**src/rtl/stwe_pkg.sv**
```systemverilog
package stwe_pkg;

    localparam int TIME_W = 32;
    localparam int ROLE_W = 2;
    localparam int SLOT_W = 2;
    localparam int KEY_W  = 64;
    localparam int OP_W   = 3;

    typedef enum logic [OP_W-1:0] {
        OP_CREATE    = 3'd0,
        OP_LOOKUP    = 3'd1,
        OP_EXTEND    = 3'd2,
        OP_CSRF      = 3'd3,
        OP_DESTROY   = 3'd4,
        OP_REMAINING = 3'd5
    } t_op;

    // one stored session
    typedef struct packed {
        logic [TIME_W-1:0] expiry;
        logic [ROLE_W-1:0] role;
        logic [KEY_W-1:0]  token_high;
        logic [KEY_W-1:0]  token_low;
        logic [KEY_W-1:0]  csrf_high;
        logic [KEY_W-1:0]  csrf_low;
    } t_entry;

    // flags and time from the shared compare unit
    typedef struct packed {
        logic              expired;
        logic              earlier;
        logic              tok_match;
        logic              csrf_match;
        logic [TIME_W-1:0] remaining;
    } t_cmp;

endpackage

```
**src/rtl/stwe_ram.sv**
```systemverilog
module stwe_ram #(
    parameter int WIDTH = 8,
    parameter int DEPTH = 4
) (
    input  logic                     i_clk,
    input  logic                     i_we,
    input  logic [$clog2(DEPTH)-1:0] i_waddr,
    input  logic [WIDTH-1:0]         i_wdata,
    input  logic [$clog2(DEPTH)-1:0] i_raddr,
    output logic [WIDTH-1:0]         o_rdata
);

    logic [WIDTH-1:0] r_mem [DEPTH];
    logic [WIDTH-1:0] r_rdata;

    always_ff @(posedge i_clk) begin
        if (i_we) begin
            r_mem[i_waddr] <= i_wdata;
        end
        r_rdata <= r_mem[i_raddr];
    end

    assign o_rdata = r_rdata;

endmodule

```
**src/rtl/stwe_cmp.sv**
```systemverilog
module stwe_cmp (
    input  logic [stwe_pkg::TIME_W-1:0] i_now,
    input  logic [stwe_pkg::TIME_W-1:0] i_exp,
    input  logic [stwe_pkg::TIME_W-1:0] i_best,
    input  stwe_pkg::t_entry            i_entry,
    input  logic [stwe_pkg::KEY_W-1:0]  i_token_high,
    input  logic [stwe_pkg::KEY_W-1:0]  i_token_low,
    input  logic [stwe_pkg::KEY_W-1:0]  i_csrf_high,
    input  logic [stwe_pkg::KEY_W-1:0]  i_csrf_low,
    output stwe_pkg::t_cmp              o_cmp
);
    import stwe_pkg::*;

    logic [TIME_W-1:0] w_now_minus_exp;
    logic [TIME_W-1:0] w_exp_minus_best;

    // wrap-aware: a is before b when a - b is negative
    assign w_now_minus_exp  = i_now - i_exp;
    assign w_exp_minus_best = i_exp - i_best;

    assign o_cmp.expired    = ~w_now_minus_exp[TIME_W-1];
    assign o_cmp.earlier    = w_exp_minus_best[TIME_W-1];
    assign o_cmp.remaining  = i_exp - i_now;
    assign o_cmp.tok_match  = (i_entry.token_high == i_token_high) &&
                              (i_entry.token_low == i_token_low);
    assign o_cmp.csrf_match = (i_entry.csrf_high == i_csrf_high) &&
                              (i_entry.csrf_low == i_csrf_low);

endmodule

```
**src/rtl/session_table_with_expiry.sv**
```systemverilog
// session table with expiry
// input channel: i_in_valid / o_in_stall, one item per operation (create, lookup,
// extend, csrf check, destroy, remaining); an item is taken at a clock edge with
// valid high and stall low. stall is high whenever the sequencer is busy.
// output channel: o_out_valid / i_out_stall, exactly one result item per input item,
// held in an output register that stays stable while the receiver stalls.
// the sequencer walks the slot memory one slot at a time: each slot goes through a
// read state and an evaluate state with the one shared time/key compare unit.
// create and destroy walk every slot, and create writes its pick in a final step;
// lookup stops at its first live match; extend, csrf check and remaining read only
// the addressed slot (extend adds a final step); unused codes go straight to done.
// the next item can be accepted in the cycle after the result is loaded. a new
// item is accepted as soon as the result sits in the output register, even if it
// is still stalled; a finished result waits only while the one before it is still
// stalled.
// i_cfg_we / i_cfg_data write the session lifetime; write only while idle.
// reset (i_rst_n low, synchronous) clears all slot valid bits, the output
// valid bit and sets the lifetime to 1800000 ms. slot contents are not cleared.
module session_table_with_expiry #(
    parameter int SESSION_SLOTS = 4
) (
    input  logic        i_clk,
    input  logic        i_rst_n,
    // configuration
    input  logic        i_cfg_we,
    input  logic [31:0] i_cfg_data,
    // input channel
    input  logic        i_in_valid,
    output logic        o_in_stall,
    input  logic [2:0]  i_operation,
    input  logic [31:0] i_now_ms,
    input  logic [1:0]  i_role,
    input  logic [63:0] i_token_high,
    input  logic [63:0] i_token_low,
    input  logic [63:0] i_csrf_high,
    input  logic [63:0] i_csrf_low,
    input  logic [1:0]  i_slot,
    // output channel
    output logic        o_out_valid,
    input  logic        i_out_stall,
    output logic        o_hit,
    output logic [1:0]  o_slot_out,
    output logic [1:0]  o_role_out,
    output logic [31:0] o_remaining_ms
);
    import stwe_pkg::*;

    localparam int AW = $clog2(SESSION_SLOTS);
    localparam logic [TIME_W-1:0] TTL_RESET = 32'd1800000;

    typedef enum logic [2:0] {
        ST_IDLE,
        ST_READ,
        ST_EVAL,
        ST_FIN,
        ST_DONE
    } t_state;

    t_state r_state, n_state;

    // item fields held for the whole operation
    logic [OP_W-1:0]   r_op, n_op;
    logic [TIME_W-1:0] r_now, n_now;
    logic [TIME_W-1:0] r_new_exp, n_new_exp;
    logic [ROLE_W-1:0] r_role, n_role;
    logic [KEY_W-1:0]  r_th, n_th, r_tl, n_tl, r_ch, n_ch, r_cl, n_cl;
    logic [SLOT_W-1:0] r_sel, n_sel;

    // scan state
    logic [AW-1:0]     r_idx, n_idx;
    logic              r_found, n_found;
    logic [AW-1:0]     r_pick, n_pick;
    logic [TIME_W-1:0] r_best_exp, n_best_exp;
    logic [AW-1:0]     r_best_idx, n_best_idx;
    logic [SESSION_SLOTS-1:0] r_valid, n_valid;
    logic [TIME_W-1:0] r_ttl, n_ttl;

    // result being built
    logic              r_res_hit, n_res_hit;
    logic [SLOT_W-1:0] r_res_slot, n_res_slot;
    logic [ROLE_W-1:0] r_res_role, n_res_role;
    logic [TIME_W-1:0] r_res_rem, n_res_rem;

    // output register
    logic              r_o_valid, n_o_valid;
    logic              r_o_hit, n_o_hit;
    logic [SLOT_W-1:0] r_o_slot, n_o_slot;
    logic [ROLE_W-1:0] r_o_role, n_o_role;
    logic [TIME_W-1:0] r_o_rem, n_o_rem;

    // memory and compare unit hookup
    logic              w_ram_we;
    logic [AW-1:0]     w_ram_waddr;
    t_entry            w_ram_wdata;
    logic [$bits(t_entry)-1:0] w_ram_rdata;
    t_entry            w_rd;
    t_cmp              w_cmp;
    logic [TIME_W-1:0] w_cmp_exp;

    // index width conversions
    logic [AW+1:0]     w_in_sel_ext;
    logic [AW+1:0]     w_sel_ext;
    logic [AW+1:0]     w_idx_ext;
    logic [AW+1:0]     w_tgt_ext;
    logic [AW-1:0]     w_tgt;
    logic              w_sel_ok;
    logic              w_sel_live;
    logic              w_cur_valid;
    logic              w_last;
    logic              w_accept;
    logic              w_addr_op;

    assign w_in_sel_ext = {{AW{1'b0}}, i_slot};
    assign w_sel_ext    = {{AW{1'b0}}, r_sel};
    assign w_idx_ext    = {2'b00, r_idx};
    assign w_tgt        = r_found ? r_pick : r_best_idx;
    assign w_tgt_ext    = {2'b00, w_tgt};
    assign w_sel_ok     = w_sel_ext < (AW + 2)'(SESSION_SLOTS);
    assign w_cur_valid  = r_valid[r_idx];
    assign w_sel_live   = w_sel_ok ? r_valid[r_idx] : 1'b0;
    assign w_last       = r_idx == AW'(SESSION_SLOTS - 1);
    assign w_accept     = i_in_valid && (r_state == ST_IDLE);
    assign w_addr_op    = (i_operation == OP_EXTEND) || (i_operation == OP_CSRF) ||
                          (i_operation == OP_REMAINING);

    assign w_rd      = t_entry'(w_ram_rdata);
    // the final step checks the freshly written expiry
    assign w_cmp_exp = (r_state == ST_FIN) ? r_new_exp : w_rd.expiry;

    stwe_ram #(
        .WIDTH ($bits(t_entry)),
        .DEPTH (SESSION_SLOTS)
    ) u_ram (
        .i_clk   (i_clk),
        .i_we    (w_ram_we),
        .i_waddr (w_ram_waddr),
        .i_wdata (w_ram_wdata),
        .i_raddr (r_idx),
        .o_rdata (w_ram_rdata)
    );

    stwe_cmp u_cmp (
        .i_now        (r_now),
        .i_exp        (w_cmp_exp),
        .i_best       (r_best_exp),
        .i_entry      (w_rd),
        .i_token_high (r_th),
        .i_token_low  (r_tl),
        .i_csrf_high  (r_ch),
        .i_csrf_low   (r_cl),
        .o_cmp        (w_cmp)
    );

    always_comb begin
        n_state    = r_state;
        n_op       = r_op;
        n_now      = r_now;
        n_new_exp  = r_new_exp;
        n_role     = r_role;
        n_th       = r_th;
        n_tl       = r_tl;
        n_ch       = r_ch;
        n_cl       = r_cl;
        n_sel      = r_sel;
        n_idx      = r_idx;
        n_found    = r_found;
        n_pick     = r_pick;
        n_best_exp = r_best_exp;
        n_best_idx = r_best_idx;
        n_valid    = r_valid;
        n_res_hit  = r_res_hit;
        n_res_slot = r_res_slot;
        n_res_role = r_res_role;
        n_res_rem  = r_res_rem;
        n_o_hit    = r_o_hit;
        n_o_slot   = r_o_slot;
        n_o_role   = r_o_role;
        n_o_rem    = r_o_rem;
        // output register drains when the receiver takes it
        n_o_valid  = r_o_valid && i_out_stall;
        n_ttl      = i_cfg_we ? i_cfg_data : r_ttl;

        w_ram_we    = 1'b0;
        w_ram_waddr = r_idx;
        w_ram_wdata = w_rd;

        unique case (r_state)
            ST_IDLE: begin
                if (w_accept) begin
                    n_op       = i_operation;
                    n_now      = i_now_ms;
                    n_new_exp  = i_now_ms + r_ttl;
                    n_role     = i_role;
                    n_th       = i_token_high;
                    n_tl       = i_token_low;
                    n_ch       = i_csrf_high;
                    n_cl       = i_csrf_low;
                    n_sel      = i_slot;
                    n_idx      = w_addr_op ? w_in_sel_ext[AW-1:0] : '0;
                    n_found    = 1'b0;
                    n_res_hit  = 1'b0;
                    n_res_slot = '0;
                    n_res_role = '0;
                    n_res_rem  = '0;
                    // unused codes give an all-zero result
                    n_state    = (i_operation > OP_REMAINING) ? ST_DONE : ST_READ;
                end
            end

            ST_READ: begin
                // slot word arrives from memory next cycle
                n_state = ST_EVAL;
            end

            ST_EVAL: begin
                unique case (t_op'(r_op))
                    OP_CREATE: begin
                        // reap, remember first free slot and soonest expiry
                        if (w_cur_valid && w_cmp.expired) begin
                            n_valid[r_idx] = 1'b0;
                        end
                        if ((!w_cur_valid || w_cmp.expired) && !r_found) begin
                            n_found = 1'b1;
                            n_pick  = r_idx;
                        end
                        if (r_idx == '0 || w_cmp.earlier) begin
                            n_best_exp = w_rd.expiry;
                            n_best_idx = r_idx;
                        end
                        if (w_last) begin
                            n_state = ST_FIN;
                        end else begin
                            n_idx   = r_idx + 1'b1;
                            n_state = ST_READ;
                        end
                    end
                    OP_LOOKUP: begin
                        n_state = ST_READ;
                        if (w_cur_valid && w_cmp.expired) begin
                            n_valid[r_idx] = 1'b0;
                        end
                        if (w_cur_valid && !w_cmp.expired && w_cmp.tok_match) begin
                            // first live match ends the scan
                            n_res_hit  = 1'b1;
                            n_res_slot = w_idx_ext[SLOT_W-1:0];
                            n_res_role = w_rd.role;
                            n_res_rem  = w_cmp.remaining;
                            n_state    = ST_DONE;
                        end else if (w_last) begin
                            n_state = ST_DONE;
                        end else begin
                            n_idx = r_idx + 1'b1;
                        end
                    end
                    OP_DESTROY: begin
                        if (w_cur_valid && w_cmp.tok_match) begin
                            n_valid[r_idx] = 1'b0;
                            n_res_hit      = 1'b1;
                        end
                        if (w_last) begin
                            n_state = ST_DONE;
                        end else begin
                            n_idx   = r_idx + 1'b1;
                            n_state = ST_READ;
                        end
                    end
                    OP_EXTEND: begin
                        n_res_slot = r_sel;
                        if (w_sel_live) begin
                            // rewrite the slot with the new expiry
                            w_ram_we           = 1'b1;
                            w_ram_wdata.expiry = r_new_exp;
                            n_res_hit          = 1'b1;
                            n_res_role         = w_rd.role;
                            n_state            = ST_FIN;
                        end else begin
                            n_state = ST_DONE;
                        end
                    end
                    OP_CSRF: begin
                        n_res_slot = r_sel;
                        if (w_sel_live) begin
                            n_res_hit  = w_cmp.csrf_match;
                            n_res_role = w_rd.role;
                        end
                        n_state = ST_DONE;
                    end
                    OP_REMAINING: begin
                        n_res_slot = r_sel;
                        if (w_sel_live && !w_cmp.expired) begin
                            n_res_hit  = 1'b1;
                            n_res_role = w_rd.role;
                            n_res_rem  = w_cmp.remaining;
                        end
                        n_state = ST_DONE;
                    end
                    default: begin
                        n_state = ST_DONE;
                    end
                endcase
            end

            ST_FIN: begin
                // compare unit now sees the new expiry
                n_res_rem = w_cmp.expired ? '0 : w_cmp.remaining;
                if (r_op == OP_CREATE) begin
                    w_ram_we               = 1'b1;
                    w_ram_waddr            = w_tgt;
                    w_ram_wdata.expiry     = r_new_exp;
                    w_ram_wdata.role       = r_role;
                    w_ram_wdata.token_high = r_th;
                    w_ram_wdata.token_low  = r_tl;
                    w_ram_wdata.csrf_high  = r_ch;
                    w_ram_wdata.csrf_low   = r_cl;
                    n_valid[w_tgt]         = 1'b1;
                    n_res_hit              = 1'b1;
                    n_res_slot             = w_tgt_ext[SLOT_W-1:0];
                    n_res_role             = r_role;
                end
                n_state = ST_DONE;
            end

            ST_DONE: begin
                if (!r_o_valid || !i_out_stall) begin
                    n_o_valid = 1'b1;
                    n_o_hit   = r_res_hit;
                    n_o_slot  = r_res_slot;
                    n_o_role  = r_res_role;
                    n_o_rem   = r_res_rem;
                    n_state   = ST_IDLE;
                end
            end

            default: begin
                n_state = ST_IDLE;
            end
        endcase
    end

    always_ff @(posedge i_clk) begin
        if (!i_rst_n) begin
            r_state   <= ST_IDLE;
            r_valid   <= '0;
            r_o_valid <= 1'b0;
            r_ttl     <= TTL_RESET;
        end else begin
            r_state   <= n_state;
            r_valid   <= n_valid;
            r_o_valid <= n_o_valid;
            r_ttl     <= n_ttl;
        end
        r_op       <= n_op;
        r_now      <= n_now;
        r_new_exp  <= n_new_exp;
        r_role     <= n_role;
        r_th       <= n_th;
        r_tl       <= n_tl;
        r_ch       <= n_ch;
        r_cl       <= n_cl;
        r_sel      <= n_sel;
        r_idx      <= n_idx;
        r_found    <= n_found;
        r_pick     <= n_pick;
        r_best_exp <= n_best_exp;
        r_best_idx <= n_best_idx;
        r_res_hit  <= n_res_hit;
        r_res_slot <= n_res_slot;
        r_res_role <= n_res_role;
        r_res_rem  <= n_res_rem;
        r_o_hit    <= n_o_hit;
        r_o_slot   <= n_o_slot;
        r_o_role   <= n_o_role;
        r_o_rem    <= n_o_rem;
    end

    assign o_in_stall     = (r_state != ST_IDLE);
    assign o_out_valid    = r_o_valid;
    assign o_hit          = r_o_hit;
    assign o_slot_out     = r_o_slot;
    assign o_role_out     = r_o_role;
    assign o_remaining_ms = r_o_rem;

endmodule
```
**config.mk**
```make
export PLATFORM = sky130hd
export DESIGN_NAME = session_table_with_expiry
export DESIGN_NICKNAME = d
export VERILOG_FILES = /design/src/rtl/stwe_pkg.sv /design/src/rtl/stwe_ram.sv /design/src/rtl/stwe_cmp.sv /design/src/rtl/session_table_with_expiry.sv
export SDC_FILE = /design/constraint.sdc
export NUM_CORES = 2
export LEC_CHECK = 0
export BUFFER_PORTS_ARGS = -buffer_cell sky130_fd_sc_hd__buf_4
export CAP_MARGIN = 20
export CORE_MARGIN = 4
export CORE_UTILIZATION = 60
export CTS_CLUSTER_SIZE = 40
export DETAILED_ROUTE_END_ITERATION = 7
export PLACE_DENSITY = 0.85
export SLEW_MARGIN = 20
export SYNTH_ARGS = -nofsm -noshare
export SYNTH_HDL_FRONTEND = slang
export SYNTH_SLANG_ARGS = --single-unit
```
**constraint.sdc**
```tcl
create_clock -name i_clk -period 32.7 [get_ports i_clk]
set_input_delay 6.54 -clock i_clk [delete_from_list [all_inputs] [get_ports i_clk]]
set_output_delay 6.54 -clock i_clk [all_outputs]
set_load 0.01 [all_outputs]
```
==> flow_summary.yaml <==
worst_setup_path:
  rr_endpoint: "u_ram.r_mem[0][67]"
  r2r-start: "r_state[1]"
  ff2ff_setup_slack_ns: 27.13
  critPathCaptureType: "register"
  worstSetupPathType: "in -> reg"
  critPathMaxFanout: 68
  cp_data_required_time_ns: 33.09
  critPathLaunchType: "primary input"
  cp.arrival_ns: 9.30
  worstRegToRegCells: 8
synthesis:
  ys_warn_count: 0
  synth_area_um2: 74270
  synth-compound-area-share_pct: 2.859
  syn-num-nets: 4961
  synthXorXnorAreaFrac_pct: 3.325
  synth_edf_count: 1600
  yosys-top-cells-area: "edfxtp_1 (65%), dfxtp_1 (8.9%), mux4_2 (8.8%)"
  ys_seq_area_share_pct: 73.58
  synthDistinctLibCells: 80
  syn_inst: 4500
  yosys.area.top_type: "edfxtp_1"
  synth_flop_cell: "edfxtp_1"
  synthMuxAreaShare_pct: 9.848
  async_flop_share_pct: 0
  avgSynthCellArea_um2: 16.50
  synthAdderAreaFrac_pct: 2.193
  yosysTopAreaCellShare_pct: 64.69
  synth_top_family_by_area: "multiplexers"
  synth_simple_gate_area_share_pct: 6.605
  synth-seq-cells: 1930
routing:
  dr_wl_met3_mm: 16.38
  top_layer_used: "met5"
  wl_met1_mm: 66.58
  routed_wl_mm: 173.2
  vias_per_cell: 6.079
  num_vias: 40850
  drc: 0
  first_pass_iters: 5
  wl_per_cell_um: 25.77
  drt_iter0_drc: 4688
  ant_nets: 0
  wl_met2_mm: 84.31
clock_network:
  cts_made_buffers: 180
  postCtsSetupBuffers: 0
  ctsHoldBuffers: 0
  cts_buffer_depth: 3
  cts_resized: 0
  clock-root-buffer: "clkbuf_16"
  h-tree-depth: 4
  cts_tree: "built"
  clkTransAtPathRegs_ns: 0.06
  clk_latency_ns: 0.82
  clock_sinks: 1930
floorplan:
  die_w_um: 359.8
  die_y_um: 359.8
  start_util_pct: 60.70
  core_um2: 122400
  ios: 371
  die_area_um2: 129500
  rows: 128
timing:
  finalSetupTns_ns: 0
  finClkSkew_ns: 0.06253
  fmax_mhz: 112.2
  setup_viol: 0
  finalCriticalPeriod_ns: 8.912
  tightestPinTransition_ns: 1.095
  period_share_pct: 27.25
  holdWs_ns: 0.4189
  final_max_slew_viol_count: 0
  rsz0062_at_grt: "no"
  relSlewSlack_pct: 26.98
  hold_viol: 0
hold_path:
  worstHoldStart: "r_res_rem[24]"
  whs_path_depth: 0
  min_path_type: "reg -> reg"
  min_to: "o_remaining_ms[24]"
flow_run:
  drv_cap: 0
global_routing:
  antenna_found_initial: 13
  grt_max_degree: 155
  grt_pass1_vias: 41990
  grt_use_total_pct: 26.58
  grt_overflow: 0
  grt_pass1_wl_mm: 260.0
layout:
  stdcell_count: 6720
  drive_gt1_share_pct: 20.42
  layout_commonest_cell: "edfxtp_1"
  layout_common_cells: "edfxtp_1 (1600), nand2_1 (880), buf_4 (397)"
  design_area_um2: 85110
  syn2layout_area_growth_pct: 14.60
  num-nets-final: 5391
  fin_util_pct: 69.56
power:
  powerDensity_nw_per_um2: 66.50
  vdd_drop_max_mv: 0.06585
  p_leak_nw: 30.53
placed_design:
  place.port_buffers: 370
  gp_routability_congestion: 0.8994
  place_inst: 6373
  dpl-instance-area_um2: 78930
  hpwl_mm: 103.5
status:
  status: "finished clean"
final cells by class:
| class | instances | area (um2) |
|---|---|---|
| diodes | 6 | 15.01 |
| inverters | 148 | 555.5 |
| clock inverters | 86 | 969.7 |
| flip-flops and latches | 1930 | 54650 |
| well taps | 1625 | 2033 |
| fillers | 7197 | 37240 |
| clock buffers | 255 | 5196 |
| multi-input cells | 2263 | 18510 |
| repair buffers | 407 | 3181 |
metal layers:
metal / GRT usage (%) / vias up
li1: - / 17680
met1: 36.11 / 20580
met2: 42.80 / 2254
met3: 6.372 / 338
met4: 9.348 / 8
met5: 0 / -
worst max path at each step:
stage,from,endpoint,slack (ns)
floorplan,r_idx[0],u_ram.r_mem[2][0],8.59
global placement,i_in_valid,r_ch[16],23.07
detailed placement,i_in_valid,r_ch[15],23.03
CTS,i_in_valid,r_ch[61],23.86
global route,i_in_valid,r_ch[61],23.65
finish,i_in_valid,r_ch[61],23.79
report_power, final:
part	internal [W]	total, W	switching [W]
clock	0.00120	0.00213	0.000930
combinational	0.000253	0.000600	0.000347
sequential	0.00284	0.00293	0.0000960
total	0.00429	0.00566	0.00137
per-stage QoR:
| stage | setup slack, ns | total power [W] |
|---|---|---|
| after floorplan | 8.594 | 0.003367 |
| after global placement | 23.07 | 0.003537 |
| after global routing | 23.65 | 0.005858 |
| after detailed placement | 23.03 | 0.003563 |
| final | 23.79 | 0.005660 |
| after CTS | 23.86 | 0.005682 |
flip-flops by register name (all words and copies together), names as in the netlist, 3 cells and up:
register	count
u_ram.r_mem	1160
u_ram.o_rdata	290
r_ch	64
r_cl	64
r_th	64
r_tl	64
o_remaining_ms	32
r_best_exp	32
r_new_exp	32
r_now	32
r_res_rem	32
r_ttl	32
r_valid	4
r_op	3
r_state	3
cells in the mapped netlist, types with 5 or more instances:
library cell  count
a211oi_1         10
a21boi_0          6
a21o_1           40
a21oi_1          65
a221oi_1          9
a31oi_1          10
and3_1            5
buf_1            42
buf_2             7
clkbuf_1        107
dfxtp_1         330
edfxtp_1       1600
ha_1            127
inv_1           145
mux2_2           32
mux2i_1          40
mux4_2          291
nand2_1         880
nand2b_1         11
nand3_1          15
nand4_1          65
nor2_1           95
nor2b_1          20
nor3_1           25
nor3b_1           6
nor4_1           26
o2111ai_1         5
o211ai_1          8
o21a_1           15
o21ai_0          70
o21bai_1         11
o22ai_1          13
or2_2             5
or3_1             5
xnor2_1         243
xor2_1           39
critical path, cell delays in order:
cell and delay (ns):
buf_4 0.11, and3_4 0.83, buf_4 0.91, buf_4 0.79
cell families (layout without fill, tap and decap cells):
| group | after synthesis | count (layout) |
|---|---|---|
| AO/OA/AOI/OAI | 314 | 314 |
| flip-flops | 1930 | 1930 |
| XOR/XNOR | 282 | 282 |
| AND/OR/NAND/NOR | 1175 | 1175 |
| other | 0 | 6 |
| adder cells (fa/ha/maj) | 129 | 129 |
| buffers and inverters | 307 | 896 |
| multiplexers | 363 | 363 |
No activity file was read; power rests on OpenSTA's default activity.
